`config.mk`:
```
export PLATFORM = sky130hd
export DESIGN_NAME = hex_text_to_bytes_top
export DESIGN_NICKNAME = d
export VERILOG_FILES = /design/src/hdl/hexb_pkg.sv /design/src/hdl/hexb_in_reg.sv /design/src/hdl/hexb_parse.sv /design/src/hdl/hexb_out_reg.sv /design/src/hdl/hex_text_to_bytes_top.sv
export SDC_FILE = /design/constraint.sdc
export NUM_CORES = 1
export LEC_CHECK = 0
export BUFFER_PORTS_ARGS = -buffer_cell sky130_fd_sc_hd__buf_2
export CAP_MARGIN = 5
export CORE_ASPECT_RATIO = 2
export CORE_MARGIN = 5
export CORE_UTILIZATION = 40
export CTS_CLUSTER_SIZE = 40
export DETAILED_ROUTE_END_ITERATION = 7
export GPL_TIMING_DRIVEN = 0
export PLACE_DENSITY = 0.63
export SYNTH_ARGS = -nofsm -noshare
export SYNTH_HDL_FRONTEND = slang
export SYNTH_SLANG_ARGS = --single-unit
export TNS_END_PERCENT = 1
```
`constraint.sdc`:
```
create_clock -name aclk -period 4.35 [get_ports aclk]
set_input_delay 0.2175 -clock aclk [delete_from_list [all_inputs] [get_ports aclk]]
set_output_delay 0.2175 -clock aclk [all_outputs]
set_load 0.02 [all_outputs]
```
`src/hdl/hexb_pkg.sv`:
```
// Shared types and constants of the hex text to bytes block.
package hexb_pkg;

    localparam int CHAR_W    = 8;
    localparam int COUNT_W   = 9;
    localparam int S_TDATA_W = 8;
    localparam int M_TDATA_W = 24;

    localparam logic [COUNT_W-1:0] LIMIT_MAX = 9'd256;

    localparam logic [CHAR_W-1:0] CHAR_ZERO  = 8'h30;
    localparam logic [CHAR_W-1:0] CHAR_NINE  = 8'h39;
    localparam logic [CHAR_W-1:0] CHAR_UA    = 8'h41;
    localparam logic [CHAR_W-1:0] CHAR_UF    = 8'h46;
    localparam logic [CHAR_W-1:0] CHAR_LA    = 8'h61;
    localparam logic [CHAR_W-1:0] CHAR_LF_HEX = 8'h66;
    localparam logic [CHAR_W-1:0] CHAR_X     = 8'h78;
    localparam logic [CHAR_W-1:0] CHAR_CR    = 8'h0d;
    localparam logic [CHAR_W-1:0] CHAR_LF    = 8'h0a;
    localparam logic [CHAR_W-1:0] CHAR_SPACE = 8'h20;
    localparam logic [CHAR_W-1:0] CHAR_COMMA = 8'h2c;

    localparam logic [CHAR_W-1:0] OFS_DIGIT = 8'h30;
    localparam logic [CHAR_W-1:0] OFS_UPPER = 8'h37;
    localparam logic [CHAR_W-1:0] OFS_LOWER = 8'h57;

    typedef enum logic [1:0] {
        STOP_END     = 2'd0,
        STOP_INVALID = 2'd1,
        STOP_LIMIT   = 2'd2
    } stop_t;

    typedef struct packed {
        logic [CHAR_W-1:0] ch;
        logic              last;
    } char_item_t;

    typedef struct packed {
        logic [CHAR_W-1:0]  byte_out;
        logic               byte_valid;
        logic               finished;
        logic [COUNT_W-1:0] byte_count;
        stop_t              stop_reason;
    } result_t;

endpackage

```
`src/hdl/hexb_in_reg.sv`:
```
// Input register stage that captures one character transfer.
module hexb_in_reg (
    input  logic                aclk,
    input  logic                aresetn,
    input  logic                s_valid,
    output logic                s_ready,
    input  hexb_pkg::char_item_t s_item,
    input  logic                advance,
    output logic                item_valid,
    output hexb_pkg::char_item_t item
);
    import hexb_pkg::*;

    logic       valid_reg;
    logic       valid_next;
    char_item_t item_reg;

    assign s_ready    = !valid_reg || advance;
    assign item_valid = valid_reg;
    assign item       = item_reg;

    always_comb begin
        valid_next = valid_reg;
        if (s_ready) begin
            valid_next = s_valid;
        end
    end

    always_ff @(posedge aclk) begin
        if (!aresetn) begin
            valid_reg <= 1'b0;
        end else begin
            valid_reg <= valid_next;
        end
    end

    always_ff @(posedge aclk) begin
        if (s_valid && s_ready) begin
            item_reg <= s_item;
        end
    end

endmodule

```
`src/hdl/hexb_parse.sv`:
```
// Per-string parse state and the decode of one character into a result.
module hexb_parse (
    input  logic                     aclk,
    input  logic                     aresetn,
    input  logic                     take,
    input  hexb_pkg::char_item_t     item,
    input  logic [hexb_pkg::COUNT_W-1:0] max_bytes,
    output hexb_pkg::result_t        result
);
    import hexb_pkg::*;

    logic               pend_reg,    pend_next;
    logic               have_hi_reg, have_hi_next;
    logic [3:0]         hi_nib_reg,  hi_nib_next;
    logic [COUNT_W-1:0] done_reg,    done_next;
    logic               halted_reg,  halted_next;
    stop_t              cause_reg,   cause_next;

    logic [COUNT_W-1:0] limit;
    logic               is_hex;
    logic               is_skip;
    logic [CHAR_W-1:0]  hex_diff;
    logic [3:0]         nib;
    logic               handle;
    logic               valid;
    logic [CHAR_W-1:0]  byte_v;

    assign limit = (max_bytes == '0 || max_bytes > LIMIT_MAX) ? LIMIT_MAX : max_bytes;

    always_comb begin
        is_hex   = 1'b1;
        hex_diff = '0;
        if (item.ch inside {[CHAR_ZERO:CHAR_NINE]}) begin
            hex_diff = item.ch - OFS_DIGIT;
        end else if (item.ch inside {[CHAR_UA:CHAR_UF]}) begin
            hex_diff = item.ch - OFS_UPPER;
        end else if (item.ch inside {[CHAR_LA:CHAR_LF_HEX]}) begin
            hex_diff = item.ch - OFS_LOWER;
        end else begin
            is_hex = 1'b0;
        end
        nib     = hex_diff[3:0];
        is_skip = item.ch inside {CHAR_CR, CHAR_LF, CHAR_SPACE, CHAR_COMMA};
    end

    always_comb begin
        pend_next    = pend_reg;
        have_hi_next = have_hi_reg;
        hi_nib_next  = hi_nib_reg;
        done_next    = done_reg;
        halted_next  = halted_reg;
        cause_next   = cause_reg;
        handle       = 1'b1;
        valid        = 1'b0;
        byte_v       = '0;

        if (!halted_reg) begin
            // A held zero is resolved by the character that follows it.
            if (pend_reg) begin
                pend_next = 1'b0;
                if (item.ch == CHAR_X) begin
                    handle = 1'b0;
                end else if (!have_hi_next) begin
                    hi_nib_next  = 4'h0;
                    have_hi_next = 1'b1;
                end else begin
                    byte_v       = {hi_nib_next, 4'h0};
                    valid        = 1'b1;
                    have_hi_next = 1'b0;
                    done_next    = done_reg + 1'b1;
                    if (done_next >= limit) begin
                        halted_next = 1'b1;
                        cause_next  = STOP_LIMIT;
                        handle      = 1'b0;
                    end
                end
            end
            if (handle) begin
                if (item.ch == CHAR_ZERO && !item.last) begin
                    pend_next = 1'b1;
                end else if (is_hex) begin
                    if (!have_hi_next) begin
                        hi_nib_next  = nib;
                        have_hi_next = 1'b1;
                    end else begin
                        byte_v       = {hi_nib_next, nib};
                        valid        = 1'b1;
                        have_hi_next = 1'b0;
                        done_next    = done_next + 1'b1;
                        if (done_next >= limit) begin
                            halted_next = 1'b1;
                            cause_next  = STOP_LIMIT;
                        end
                    end
                end else if (is_skip) begin
                end else begin
                    halted_next = 1'b1;
                    cause_next  = STOP_INVALID;
                end
            end
        end

        result.byte_out    = byte_v;
        result.byte_valid  = valid;
        result.finished    = item.last;
        result.byte_count  = done_next;
        result.stop_reason = (item.last && halted_next) ? cause_next : STOP_END;

        if (item.last) begin
            pend_next    = 1'b0;
            have_hi_next = 1'b0;
            hi_nib_next  = 4'h0;
            done_next    = '0;
            halted_next  = 1'b0;
            cause_next   = STOP_END;
        end
    end

    always_ff @(posedge aclk) begin
        if (!aresetn) begin
            pend_reg    <= 1'b0;
            have_hi_reg <= 1'b0;
            hi_nib_reg  <= 4'h0;
            done_reg    <= '0;
            halted_reg  <= 1'b0;
            cause_reg   <= STOP_END;
        end else if (take) begin
            pend_reg    <= pend_next;
            have_hi_reg <= have_hi_next;
            hi_nib_reg  <= hi_nib_next;
            done_reg    <= done_next;
            halted_reg  <= halted_next;
            cause_reg   <= cause_next;
        end
    end

endmodule

```
`src/hdl/hexb_out_reg.sv`:
```
// Result register that holds one result until the receiver takes it.
module hexb_out_reg (
    input  logic              aclk,
    input  logic              aresetn,
    input  logic              in_valid,
    input  hexb_pkg::result_t in_result,
    output logic              advance,
    output logic              m_valid,
    input  logic              m_ready,
    output hexb_pkg::result_t m_result
);
    import hexb_pkg::*;

    logic    valid_reg;
    logic    valid_next;
    result_t result_reg;

    assign advance  = !valid_reg || m_ready;
    assign m_valid  = valid_reg;
    assign m_result = result_reg;

    always_comb begin
        valid_next = valid_reg;
        if (advance) begin
            valid_next = in_valid;
        end
    end

    always_ff @(posedge aclk) begin
        if (!aresetn) begin
            valid_reg <= 1'b0;
        end else begin
            valid_reg <= valid_next;
        end
    end

    always_ff @(posedge aclk) begin
        if (advance && in_valid) begin
            result_reg <= in_result;
        end
    end

endmodule

```
`src/hdl/hex_text_to_bytes_top.sv`:
```
// Top level of the hex text to bytes parser.
// The block reads one text character per transfer on the s_ channel and
// returns exactly one result per character on the m_ channel. Pairs of hex
// digits are packed into bytes, the prefix "0x" and the separators CR, LF,
// space and comma are skipped, and any other character or reaching the byte
// limit stops the parse until the character marked by s_tlast.
// A character transfer is captured by the input register, which feeds the decode
// logic, which loads the result register with the result of that character. A new
// character is accepted in every cycle, so the sustained rate is one character per
// cycle with the receiver always ready.
// When the receiver stalls, the result register holds its result, the input
// register can still take one character, and s_tready then stays low until
// m_tready returns.
// The cfg_ channel writes the byte limit; a value of zero or above 256 means 256. It must
// be written by the user only while no string is in progress; the block does not enforce it.
// Reset clears both registers, the parse state and sets the limit to 256.
module hex_text_to_bytes_top (
    input  logic                           aclk,
    input  logic                           aresetn,
    input  logic                           s_tvalid,
    output logic                           s_tready,
    input  logic [hexb_pkg::S_TDATA_W-1:0] s_tdata,   // [7:0] char_in
    input  logic                           s_tlast,   // last_char
    output logic                           m_tvalid,
    input  logic                           m_tready,
    output logic [hexb_pkg::M_TDATA_W-1:0] m_tdata,   // [7:0] byte_out, [16:8] byte_count,
                                                      // [18:17] stop_reason, [23:19] zero
    output logic                           m_tuser,   // byte_valid
    output logic                           m_tlast,   // finished
    input  logic                           cfg_valid,
    output logic                           cfg_ready,
    input  logic [hexb_pkg::COUNT_W-1:0]   cfg_data   // max_bytes
);
    import hexb_pkg::*;

    logic               advance;
    logic               item_valid;
    char_item_t         s_item;
    char_item_t         item;
    result_t            result;
    result_t            m_result;
    logic [COUNT_W-1:0] max_reg;

    assign s_item.ch   = s_tdata;
    assign s_item.last = s_tlast;
    assign cfg_ready   = 1'b1;

    always_ff @(posedge aclk) begin
        if (!aresetn) begin
            max_reg <= LIMIT_MAX;
        end else if (cfg_valid && cfg_ready) begin
            max_reg <= cfg_data;
        end
    end

    hexb_in_reg u_in (
        .aclk       (aclk),
        .aresetn    (aresetn),
        .s_valid    (s_tvalid),
        .s_ready    (s_tready),
        .s_item     (s_item),
        .advance    (advance),
        .item_valid (item_valid),
        .item       (item)
    );

    hexb_parse u_parse (
        .aclk      (aclk),
        .aresetn   (aresetn),
        .take      (item_valid && advance),
        .item      (item),
        .max_bytes (max_reg),
        .result    (result)
    );

    hexb_out_reg u_out (
        .aclk      (aclk),
        .aresetn   (aresetn),
        .in_valid  (item_valid),
        .in_result (result),
        .advance   (advance),
        .m_valid   (m_tvalid),
        .m_ready   (m_tready),
        .m_result  (m_result)
    );

    assign m_tdata = {5'd0, m_result.stop_reason, m_result.byte_count, m_result.byte_out};
    assign m_tuser = m_result.byte_valid;
    assign m_tlast = m_result.finished;

endmodule

```
==> summary.txt <==
Routing
  • DR iter-0 viols: 212
  • Antenna viol nets, final: 0
  • Met1 wire length: 3.34 mm
  • Metal3 WL: 316 um
  • DR WL met2: 5.74 mm
  • Drc violations: 0
  • Post-DR vias/cell: 5.51
  • Routed length per placed instance: 17.0 um
  • Drt total wl: 9.94 mm
  • Vias: 3,220
  • 1st-pass router iterations: 4
  • Highest routed metal layer: met4

Finish
  • Largest register FFs: 21
  • Filler Cell Count: 903
  • Area growth syn-to-layout: 18.0%
  • Share of layout cells above drive strength 1: 0.183
  • Diodes inserted: 0
  • Nets: 527

Yosys
  • Register bit count reported by yosys: 59
  • Post-Syn Instances: 414
  • Post-synth EDFFs: 30
  • Synth top area cells: edfxtp_1, dfxtp_1, ha_1
  • Yosys Warn Count: 0
  • Mean Syn Cell Area: 9.28 um2
  • Post-synth top area share: 0.235
  • Ys flop type: edfxtp_1
  • Ys async rst share: 0
  • Synth Cell Area: 3840 um2
  • Synth cell count leaders: nand2_1, edfxtp_1, dfxtp_1
  • Library cells used by synthesis: 62
  • Sequential element share of the synthesized area: 0.386
  • Area leader, netlist: edfxtp_1
  • Cell with the most instances after synthesis: nand2_1

Timing
  • Setup TNS Final: 0 ps
  • Final period util: 0.959
  • RSZ-0062 raised after global routing: false
  • Final Hold Fails: 0
  • Min Tclk post-route: 4170 ps
  • Clk_skew: 11.3 ps
  • Fmax: 0.240 GHz
  • Final WS setup: 179 ps
  • Max-slew violation count: 0
  • Slew @ Worst Pin: 971 ps
  • Setup Viol. Count Final: 0
  • Hold_ws: 64.7 ps
  • Max-slew headroom at the worst pin: 0.349

Clocking
  • CTS sink cnt: 59
  • Clk_lat worst skew: 330 ps
  • Root buffer cell: clkbuf_16
  • Clock Pin Slew Worst Setup and Hold Paths: 50 ps
  • Max H-tree Level: 3
  • Cts bufs inserted: 9
  • CTS tree: done
  • Longest Clk Path Bufs: 2

Critical path
  • WP data arrival: 4250 ps
  • Worst endpoint required time: 4430 ps
  • Worst setup EP type: register
  • Startpoint types: register
  • Crit Path Category: register to register
  • Max FO, Critical Path: 8

Floorplan
  • Die X: 79.3 um
  • Die area: 11,800 um2
  • Boundary pin count: 52
  • Floorplan row count: 50
  • Initial Utilization: 0.409
  • Die H: 149 um
  • Core area: 9380 um2

Power and ir drop
  • Pwr Total: 1.41 mW
  • Peak supply drop: 0.000207 V
  • Power per cell area: 312 nW/um2
  • Leakage power: 1.78 nW

GRT
  • GRT Total Usage: 0.176
  • First-pass GRT wire length: 15.8 mm
  • Vias in the first global route: 3,389
  • Pin count of the biggest net entering global routing: 28
  • GR Overflow Total: 0
  • Initial antenna violation count: 0

Placed design
  • HPWL Detailed: 7.91 mm
  • GPL Wtd Cong: 0.977
  • Pre-CTS WS: -373 ps
  • # port buffers: 43

Status
  • Run status: completed

Job
  • Max cap viols: 0

Hold path
  • Hold Path Class: input port to register
==> final timing paths <==
path / startpoint / to / slack (ps) / cells past startpoint
setup / recovery: u_in.item[1] / u_out.m_result[1] / 180 / 16
hold / removal: s_tlast / u_in.item[0] / 60 / 1
setup reg to reg: u_in.item[1] / u_out.m_result[1] / 180 / 16
hold reg to reg: u_in.item_valid / u_out.m_valid / 530 / 2
==> cells by family (layout without fill, tap and decap cells) <==
| kind of cell | Yosys count | after routing | synth area share |
|---|---|---|---|
| xor+xnor | 30 | 30 | 0.0684 |
| flops | 59 | 59 | 0.386 |
| other cells | 2 | 6 | 0.00196 |
| compound gates | 94 | 94 | 0.166 |
| mux | 11 | 11 | 0.0287 |
| fa+ha+maj | 28 | 28 | 0.0912 |
| simple gates | 150 | 150 | 0.208 |
| buf+inv | 40 | 102 | 0.0502 |
==> report_power, final <==
group	total (mW)	internal [mW]	switching, mW	leakage (nW)
Sequential	0.619	0.607	0.0128	0.519
Clock	0.645	0.394	0.251	0.132
Combinational	0.150	0.0565	0.0931	1.13
==> critical path, stage by stage, from the launching register on <==
cell and delay [ps]:
edfxtp_1 460, inv_1 120, ha_1 260, and4b_1 260, a21oi_2 410, nand2_1 100
nand2_1 110, ha_2 220, nand2_1 140, or2_2 350, xor2_1 170, ha_1 330
a2111o_1 440, a31oi_2 200, o32ai_4 150, nor2_2 130, nor2_1 60
==> layer usage <==
| layer | vias up | GRT usage |
|---|---|---|
| li1 | 1611 | - |
| met1 | 1493 | 0.150 |
| met2 | 83 | 0.341 |
| met5 | - | 0 |
| met3 | 33 | 0.0327 |
| met4 | 0 | 0.134 |
==> area by class of cell <==
cell class / count / area [um2] / share of cell area
multi-input cells: 319 / 2210 / 0.488
flip-flops and latches: 59 / 1480 / 0.327
repair buffers: 47 / 245 / 0.0541
clock buffers: 10 / 239 / 0.0527
plain buffers: 29 / 155 / 0.0342
well taps: 104 / 130 / 0.0287
inverters: 11 / 41.3 / 0.00911
clock inverters: 5 / 30.0 / 0.00662
==> placed cells by master, fill, tap and decap left out, types with 5 or more instances in the layout <==
cell type | Yosys | layout
and3_1 | 5 | 5
conb_1 | 2 | 6
dfxtp_1 | 29 | 29
a21o_1 | 6 | 6
inv_1 | 7 | 7
buf_2 | 1 | 44
o21a_1 | 5 | 5
nor3b_1 | 7 | 7
nor3_1 | 9 | 9
clkbuf_16 | 0 | 9
buf_4 | 7 | 12
o21ai_0 | 10 | 10
edfxtp_1 | 30 | 30
nand2_1 | 37 | 37
nor2_1 | 25 | 25
xor2_1 | 13 | 13
ha_1 | 28 | 27
nand2b_1 | 9 | 9
nor4_1 | 8 | 7
nor2b_1 | 13 | 13
o21ai_1 | 17 | 16
a21oi_1 | 19 | 18
xnor2_1 | 17 | 16
nand3_1 | 9 | 9
clkbuf_1 | 18 | 18
mux2i_1 | 11 | 11
and2_1 | 10 | 10
==> what timing repair did <==
action / in CTS / in global routing
setup endpoints to repair: 4 / 4
setup buffers: 0 / 4
endpoints found under the hold margin: 0 / 0
pin swaps: 0 / 2
cloned: 0 / 0
gates resized for setup: 5 / 3
hold buffers: 0 / 0
==> metrics by stage <==
stage           util  std cells  area (um2)
6_report       0.483        584        4530
5_1_grt        0.483        584        4530
4_1_cts        0.478        580        4490
3_5_place_dp   0.448        565        4200
3_3_place_gp   0.448        565        4200
2_1_floorplan      -        418        3860
Power figures use the tool's default switching activity.
